==> config.mk <==
export PLATFORM = sky130hd
export DESIGN_NAME = constant_tensor_pad_address_generator
export DESIGN_NICKNAME = d
export VERILOG_FILES = /design/src/rtl/ctpag_pkg.sv /design/src/rtl/constant_tensor_pad_address_generator.sv /design/src/rtl/ctpag_dim.sv
export VERILOG_INCLUDE_DIRS = /design/src /design/src/rtl
export SDC_FILE = /design/constraint.sdc
export NUM_CORES = 2
export LEC_CHECK = 0
export BUFFER_PORTS_ARGS = -buffer_cell sky130_fd_sc_hd__buf_4
export CORE_MARGIN = 1.5
export CORE_UTILIZATION = 30
export CTS_CLUSTER_DIAMETER = 200
export DETAILED_ROUTE_END_ITERATION = 8
export HOLD_SLACK_MARGIN = 0.08
export PLACE_DENSITY = 0.56
export SLEW_MARGIN = 20
export SYNTH_ARGS = -nofsm -noshare
export SYNTH_HDL_FRONTEND = slang
export SYNTH_HIERARCHICAL = 1
export SYNTH_SLANG_ARGS = --single-unit
==> constraint.sdc <==
create_clock -name clk -period 18.03 [get_ports clk]
set_input_delay 2.7045 -clock clk [delete_from_list [all_inputs] [get_ports clk]]
set_output_delay 2.7045 -clock clk [all_outputs]
set_load 0.02 [all_outputs]
==> src/rtl/constant_tensor_pad_address_generator_macros.svh <==
// ----------------------------------------------------------------------------
// Assertion macros for the constant tensor pad address generator
// Concurrent assertion wrappers that compile to nothing when ASSERT_OFF is set.
// ----------------------------------------------------------------------------
`ifndef CONSTANT_TENSOR_PAD_ADDRESS_GENERATOR_MACROS_SVH
`define CONSTANT_TENSOR_PAD_ADDRESS_GENERATOR_MACROS_SVH

`ifndef ASSERT_OFF
`define CTPAG_ASSERT_IMPLY(lbl, clk, rstn, ante, cons) \
	lbl: assert property (@(posedge clk) disable iff (!rstn) (ante) |-> (cons)) \
		else $error("implication check failed");
`define CTPAG_ASSERT_NEXT(lbl, clk, rstn, ante, cons) \
	lbl: assert property (@(posedge clk) disable iff (!rstn) (ante) |=> (cons)) \
		else $error("next-cycle check failed");
`else
`define CTPAG_ASSERT_IMPLY(lbl, clk, rstn, ante, cons)
`define CTPAG_ASSERT_NEXT(lbl, clk, rstn, ante, cons)
`endif

`endif

==> src/rtl/ctpag_pkg.sv <==
// ----------------------------------------------------------------------------
// ctpag_pkg
// Shared constants and types of the constant tensor pad address generator.
// ----------------------------------------------------------------------------
`timescale 1ns / 1ps

package ctpag_pkg;

	localparam int MAX_RANK_DEF   = 6;
	localparam int DIM_BITS_DEF   = 16;
	localparam int INDEX_BITS_DEF = 32;

	localparam int RANK_BITS      = 3;
	localparam int PAD_BITS       = 64;
	localparam int SETUP_BITS     = 48;
	localparam int NUM_DIM_REGS   = 6;
	localparam int CFG_DATA_BITS  = 64;
	localparam int CFG_INDEX_BITS = 3;
	localparam int OUT_INDEX_BITS = 32;
	localparam int IN_DATA_BITS   = 8;
	localparam int OUT_DATA_BITS  = PAD_BITS + 2 * OUT_INDEX_BITS;

	localparam logic [CFG_INDEX_BITS-1:0] REG_RANK      = 3'd0;
	localparam logic [CFG_INDEX_BITS-1:0] REG_PAD_VALUE = 3'd1;
	localparam logic [CFG_INDEX_BITS-1:0] REG_DIM0      = 3'd2;

	typedef struct packed {
		logic pad;
		logic at_end;
	} dim_status_t;

endpackage

==> src/rtl/constant_tensor_pad_address_generator.sv <==
// A word accepted on the s side appears on the m side in the next cycle.
// Throughput: one word per cycle while m_tready is high; the next position is
// combinational from coordinate and count registers; one output register.
// Reset clears the coordinates, both counts and the output valid, and sets
// rank to 1, pad value to 0 and every dimension to size 1 with no padding.
// ----------------------------------------------------------------------------
// constant_tensor_pad_address_generator
// Walks a constant-padded tensor in row-major order, one element per word.
// ----------------------------------------------------------------------------
`timescale 1ns / 1ps
`include "constant_tensor_pad_address_generator_macros.svh"

module constant_tensor_pad_address_generator #(
	parameter int MAX_RANK   = ctpag_pkg::MAX_RANK_DEF,
	parameter int DIM_BITS   = ctpag_pkg::DIM_BITS_DEF,
	parameter int INDEX_BITS = ctpag_pkg::INDEX_BITS_DEF
) (
	input  logic                                 clk,
	input  logic                                 arst_n,
	input  logic                                 cfg_we,
	input  logic [ctpag_pkg::CFG_INDEX_BITS-1:0] cfg_index,
	input  logic [ctpag_pkg::CFG_DATA_BITS-1:0]  cfg_data,
	input  logic                                 s_tvalid,
	output logic                                 s_tready,
	// Bit 0: restart; bits 7:1 zero.
	input  logic [ctpag_pkg::IN_DATA_BITS-1:0]   s_tdata,
	output logic                                 m_tvalid,
	input  logic                                 m_tready,
	// Bits 63:0 fill_value, 95:64 src_index, 127:96 out_index.
	output logic [ctpag_pkg::OUT_DATA_BITS-1:0]  m_tdata,
	// Bit 0: is_pad.
	output logic                                 m_tuser,
	output logic                                 m_tlast
);

	localparam int CW   = DIM_BITS + 2;
	localparam int SB   = ctpag_pkg::SETUP_BITS;
	localparam int EXTW = (3 * DIM_BITS > SB) ? 3 * DIM_BITS : SB;
	localparam int OIB  = ctpag_pkg::OUT_INDEX_BITS;

	logic [ctpag_pkg::RANK_BITS-1:0] rank_q;
	logic [ctpag_pkg::PAD_BITS-1:0]  pad_value_q;
	logic [SB-1:0]                   dim_setup [MAX_RANK];

	logic [CW-1:0]         coord_q   [MAX_RANK];
	logic [CW-1:0]         coord_eff [MAX_RANK];
	logic [CW-1:0]         coord_nx  [MAX_RANK];
	logic [INDEX_BITS-1:0] src_cnt_q;
	logic [INDEX_BITS-1:0] out_cnt_q;
	logic [INDEX_BITS-1:0] src_eff;
	logic [INDEX_BITS-1:0] out_eff;

	ctpag_pkg::dim_status_t dim_st [MAX_RANK];
	logic [MAX_RANK-1:0]    used;
	logic [MAX_RANK-1:0]    carry_in;
	logic [MAX_RANK-1:0]    pad_vec;
	logic                   restart;
	logic                   pad_c;
	logic                   last_c;
	logic                   in_acc;

	logic                   out_valid_q;
	logic                   is_pad_s1;
	logic                   last_s1;
	logic [ctpag_pkg::PAD_BITS-1:0] fill_s1;
	logic [OIB-1:0]         src_s1;
	logic [OIB-1:0]         out_s1;

	always_ff @(posedge clk or negedge arst_n) begin
		if (!arst_n) begin
			rank_q      <= ctpag_pkg::RANK_BITS'(1);
			pad_value_q <= '0;
		end else if (cfg_we) begin
			if (cfg_index == ctpag_pkg::REG_RANK) begin
				rank_q <= cfg_data[ctpag_pkg::RANK_BITS-1:0];
			end
			if (cfg_index == ctpag_pkg::REG_PAD_VALUE) begin
				pad_value_q <= cfg_data[ctpag_pkg::PAD_BITS-1:0];
			end
		end
	end

	assign restart = s_tdata[0];
	assign in_acc  = s_tvalid && s_tready;

	for (genvar d = 0; d < MAX_RANK; d++) begin : g_dim
		logic [EXTW-1:0] setup_ext;

		if (d < ctpag_pkg::NUM_DIM_REGS) begin : g_reg
			logic [SB-1:0] setup_q;

			always_ff @(posedge clk or negedge arst_n) begin
				if (!arst_n) begin
					setup_q <= SB'(1);
				end else if (cfg_we &&
						cfg_index == ctpag_pkg::CFG_INDEX_BITS'(int'(ctpag_pkg::REG_DIM0) + d)) begin
					setup_q <= cfg_data[SB-1:0];
				end
			end
			assign dim_setup[d] = setup_q;
		end else begin : g_fixed
			assign dim_setup[d] = SB'(1);
		end

		assign setup_ext    = EXTW'(dim_setup[d]);
		assign used[d]      = (d == 0) || (int'(rank_q) > d);
		assign coord_eff[d] = restart ? '0 : coord_q[d];
		assign pad_vec[d]   = dim_st[d].pad;

		ctpag_dim #(
			.DIM_BITS(DIM_BITS)
		) u_dim (
			.size      (setup_ext[DIM_BITS-1:0]),
			.pad_front (setup_ext[2*DIM_BITS-1:DIM_BITS]),
			.after     (setup_ext[3*DIM_BITS-1:2*DIM_BITS]),
			.coord     (coord_eff[d]),
			.used      (used[d]),
			.advance   (used[d] && carry_in[d]),
			.status    (dim_st[d]),
			.coord_next(coord_nx[d])
		);

		always_ff @(posedge clk or negedge arst_n) begin
			if (!arst_n) begin
				coord_q[d] <= '0;
			end else if (in_acc) begin
				coord_q[d] <= last_c ? '0 : coord_nx[d];
			end
		end
	end

	always_comb begin
		carry_in[MAX_RANK-1] = 1'b1;
		for (int d = MAX_RANK - 2; d >= 0; d--) begin
			carry_in[d] = carry_in[d+1] && (!used[d+1] || dim_st[d+1].at_end);
		end
	end

	assign last_c  = carry_in[0] && dim_st[0].at_end;
	assign pad_c   = |pad_vec;
	assign src_eff = restart ? '0 : src_cnt_q;
	assign out_eff = restart ? '0 : out_cnt_q;

	always_ff @(posedge clk or negedge arst_n) begin
		if (!arst_n) begin
			src_cnt_q <= '0;
			out_cnt_q <= '0;
		end else if (in_acc) begin
			if (last_c) begin
				src_cnt_q <= '0;
				out_cnt_q <= '0;
			end else begin
				src_cnt_q <= src_eff + INDEX_BITS'(!pad_c);
				out_cnt_q <= out_eff + INDEX_BITS'(1);
			end
		end
	end

	assign s_tready = !out_valid_q || m_tready;

	always_ff @(posedge clk or negedge arst_n) begin
		if (!arst_n) begin
			out_valid_q <= 1'b0;
		end else if (s_tready) begin
			out_valid_q <= s_tvalid;
		end
	end

	always_ff @(posedge clk) begin
		if (in_acc) begin
			is_pad_s1 <= pad_c;
			last_s1   <= last_c;
			fill_s1   <= pad_c ? pad_value_q : '0;
			src_s1    <= OIB'(src_eff);
			out_s1    <= OIB'(out_eff);
		end
	end

	assign m_tvalid = out_valid_q;
	assign m_tdata  = {out_s1, src_s1, fill_s1};
	assign m_tuser  = is_pad_s1;
	assign m_tlast  = last_s1;

	`CTPAG_ASSERT_NEXT(a_acc_gives_word, clk, arst_n, in_acc, m_tvalid)
	`CTPAG_ASSERT_NEXT(a_last_clears, clk, arst_n, in_acc && last_c,
		src_cnt_q == '0 && out_cnt_q == '0)
	`CTPAG_ASSERT_IMPLY(a_fill_zero, clk, arst_n, m_tvalid && !m_tuser,
		m_tdata[ctpag_pkg::PAD_BITS-1:0] == '0)

endmodule

==> src/rtl/ctpag_dim.sv <==
// ----------------------------------------------------------------------------
// ctpag_dim
// One dimension of the padded walk: padding test, end test and next coordinate.
// ----------------------------------------------------------------------------
`timescale 1ns / 1ps

module ctpag_dim #(
	parameter int DIM_BITS = ctpag_pkg::DIM_BITS_DEF
) (
	input  logic [DIM_BITS-1:0]   size,
	input  logic [DIM_BITS-1:0]   pad_front,
	input  logic [DIM_BITS-1:0]   after,
	input  logic [DIM_BITS+1:0]   coord,
	input  logic                  used,
	input  logic                  advance,
	output ctpag_pkg::dim_status_t status,
	output logic [DIM_BITS+1:0]   coord_next
);

	localparam int CW = DIM_BITS + 2;

	logic [CW-1:0] hi;
	logic [CW-1:0] extent;
	logic [CW:0]   coord_inc;

	assign hi        = CW'(pad_front) + CW'(size);
	assign extent    = hi + CW'(after);
	assign coord_inc = (CW+1)'(coord) + (CW+1)'(1);

	assign status.pad    = used && ((coord < CW'(pad_front)) || (coord >= hi));
	assign status.at_end = coord_inc >= (CW+1)'(extent);

	always_comb begin
		if (advance) begin
			coord_next = status.at_end ? '0 : coord_inc[CW-1:0];
		end else begin
			coord_next = coord;
		end
	end

endmodule
==> run_results.csv <==
group,metric,value,unit
job,maxCapViolCount,0,
global_route,grt_pass1_vias,36341,
clock_tree,h-tree-depth,3,
timing,tns,0,ps
clock_tree,hold_buffers,0,
route,vias,37255,
synth,ys_ff_latch,658,
clock_tree,cts_max_path_buffers,3,
timing,max_freq,102,MHz
floorplanning,fp.dieW,400,um
power,p_per_area,142,nW/um^2
clock_tree,root_buffer,"clkbuf_16",
route,dr.first_iter.drc_count,2643,
route,antenna_left,0,
floorplanning,core_area,156000,um^2
synth,synth_top_area_frac,0.276,
layout,most-common-layout-cells,"dfrtp_1 (521), ha_1 (507), nand2_1 (484), mux2_2 (357), inv_1 (300)",
worst_setup_path,path_class,"primary input to flop",
synth,synth-seq-area-share,0.363,
layout,areaGrowthSynthToFinish,14.3,%
route,wirelength,143000,um
worst_setup_path,worstPathArrival,10280,ps
synth,synth_ff_type,"dfrtp_1",
clock_tree,clk_latency,700,ps
worst_setup_path,cp_max_fo,82,
synth,synth_top_area_cell,"dfrtp_1",
worst_setup_path,r2r_cells,27,
global_route,grt_max_degree,171,
layout,mostFrequentLayoutCell,"dfrtp_1",
timing,clock_skew,27.1,ps
clock_tree,cts_resized,0,
worst_setup_path,start_kind,"primary input",
synth,syn_area_per_cell,9.63,um^2
power,ir_drop,0.0773,mV
placement,io_buffer_count,204,
route,firstDrtPassIters,5,
synth,async_flop_share,0.802,
clock_tree,numClockSinks,658,
clock_tree,cts.reportedPaths.clkPinSlew,60,ps
timing,period_share,0.541,
placement,place_congestion,0.859,
status,status,"finished clean",
route,wl_per_cell,19.9,um
route,drc_errors,0,
clock_tree,cts_tree,"built",
timing,slew_headroom,0.312,
worst_setup_path,crit_required,18550,ps
timing,rsz0062_at_grt,"no",
global_route,antenna_found_initial,17,
route,vias_per_cell,5.19,
layout,drive_gt1_frac,0.161,
timing,holdWs,467,ps
timing,setup_viol,0,
layout,fin_nets,5645,
floorplanning,fp.dieArea,160000,um^2
timing,fin_crit,9760,ps
placement,hpwlAfterDp,101000,um
floorplanning,die_y,400,um
floorplanning,top_level_ports,212,
min_path,hold_depth,2,
global_route,track_usage,0.177,
floorplanning,initial_core_util,0.302,
synth,synth_area,47200,um^2
worst_setup_path,crit_path_end_kind,"flop",
synth,synth.distinct_cells,108,
timing,hold_viol,0,
timing,tightest_slew,1030,ps
synth,syn_inst,4903,
synth,synth_edf_count,130,
min_path,min_path_type,"flop to flop",
clock_tree,post_cts_buffers,0,
floorplanning,rows,145,
synth,yosys-top-cells-area,"dfrtp_1 (28%), ha_1 (13%), mux2_2 (8.5%)",
clock_tree,cts_made_buffers,84,
power,p_leak,24.2,nW
synth,yosysWarnings,6,
timing,slew_violations,0,
global_route,overflow,0,
global_route,grt_pass1_wl,218000,um
[power by group]
group	switching, mW	internal (mW)
clock	0.724	1.13
sequential	0.142	1.75
combinational	2.26	1.68
total	3.13	4.55
[through the flow]
step / worst slack, ps / total power, mW / std cells / cell area (um^2) / util
finish: 8270 / 7.68 / 7180 / 54000 / 0.345
global route: 7680 / 8.32 / 7175 / 53900 / 0.345
CTS: 8340 / 7.72 / 7175 / 53900 / 0.345
detailed placement: 7560 / 5.82 / 7018 / 50900 / 0.326
global placement: 7560 / 5.74 / 7018 / 50900 / 0.326
floorplan: 9900 / 4.90 / 4904 / 47200 / -
[sequential cells by signal (all words and copies together), names as in the netlist]
name                 count
g_dim.g_reg.setup_q    288
coord_q                108
fill_s1                 64
pad_value_q             64
out_cnt_q               32
out_s1                  32
src_cnt_q               32
src_s1                  32
rank_q                   3
m_tlast                  1
m_tuser                  1
m_tvalid                 1
[critical path, cell delays in order]
cell and delay [ps]:
buf_6 220, buf_4 370, nor2b_1 730, nand4_4 240, nor3_1 510, nand3_1 210, nor2_1 260, xor2_1 100
ha_1 330, nand3_1 110, nor3_1 260, nand2_1 80, o211ai_1 730, or2_2 520, nand3b_1 210, o311a_1 570
nand2_1 300, clkinv_2 500, buf_4 810, o21ai_0 230
[final timing paths]
path                                      startpoint           to  slack, ps
max reg2reg                g_dim[5].g_reg.setup_q[0]  coord_q[34]       8690
max in group asynchronous                     arst_n  coord_q[93]      13730
min reg2reg                              coord_q[36]  coord_q[36]        470
min in group asynchronous                     arst_n  coord_q[53]       1970
min                                      coord_q[36]  coord_q[36]        470
max                                       s_tdata[0]  coord_q[34]       8270
[cell families (layout without fill, tap and decap cells)]
kind of cell | after synthesis | in the layout | synth area share
flip-flops | 658 | 658 | 0.363
AO/OA/AOI/OAI | 1099 | 1099 | 0.156
buffers and inverters | 485 | 698 | 0.0401
multiplexers | 372 | 372 | 0.0883
XOR/XNOR | 251 | 251 | 0.0466
other | 1 | 7 | 0.0000794
adder cells (fa/ha/maj) | 519 | 519 | 0.139
AND/OR/NAND/NOR | 1518 | 1518 | 0.167
[layer usage]
metal | share of wire | wire length [um] | GRT usage | vias up
met5 | 0 | 0 | 0 | -
met4 | 0.022 | 3080 | 0.0484 | 0
met3 | 0.050 | 7110 | 0.0249 | 158
met2 | 0.47 | 67800 | 0.301 | 839
met1 | 0.45 | 65000 | 0.234 | 18194
li1 | - | - | - | 18064
[cells in the mapped netlist (all sizes together), types with 27 or more instances]
master / number
nor4: 27
mux2: 357
nand2b: 50
ha: 507
nand3: 151
nand2: 490
o21a: 49
xor2: 109
buf: 40
and2: 78
inv: 304
a21o: 126
a211oi: 29
nor3: 67
o2bb2ai: 42
o21ai: 273
xnor2: 142
clkbuf: 141
a21oi: 232
and3: 53
o21bai: 31
nor2b: 198
a31oi: 74
nor2: 186
o211ai: 32
edfxtp: 130
nand4: 87
dfrtp: 521
[cell type report]
cell class / count / area, um^2
inverter: 304 / 1150
multi-input combinational: 3761 / 28300
antenna: 5 / 12.5
fill: 15893 / 102000
clock inverter: 57 / 818
timing repair buffer: 237 / 1820
clock buffer: 100 / 2200
tap: 2058 / 2570
sequential: 658 / 17100
Power figures use the tool's default switching activity.
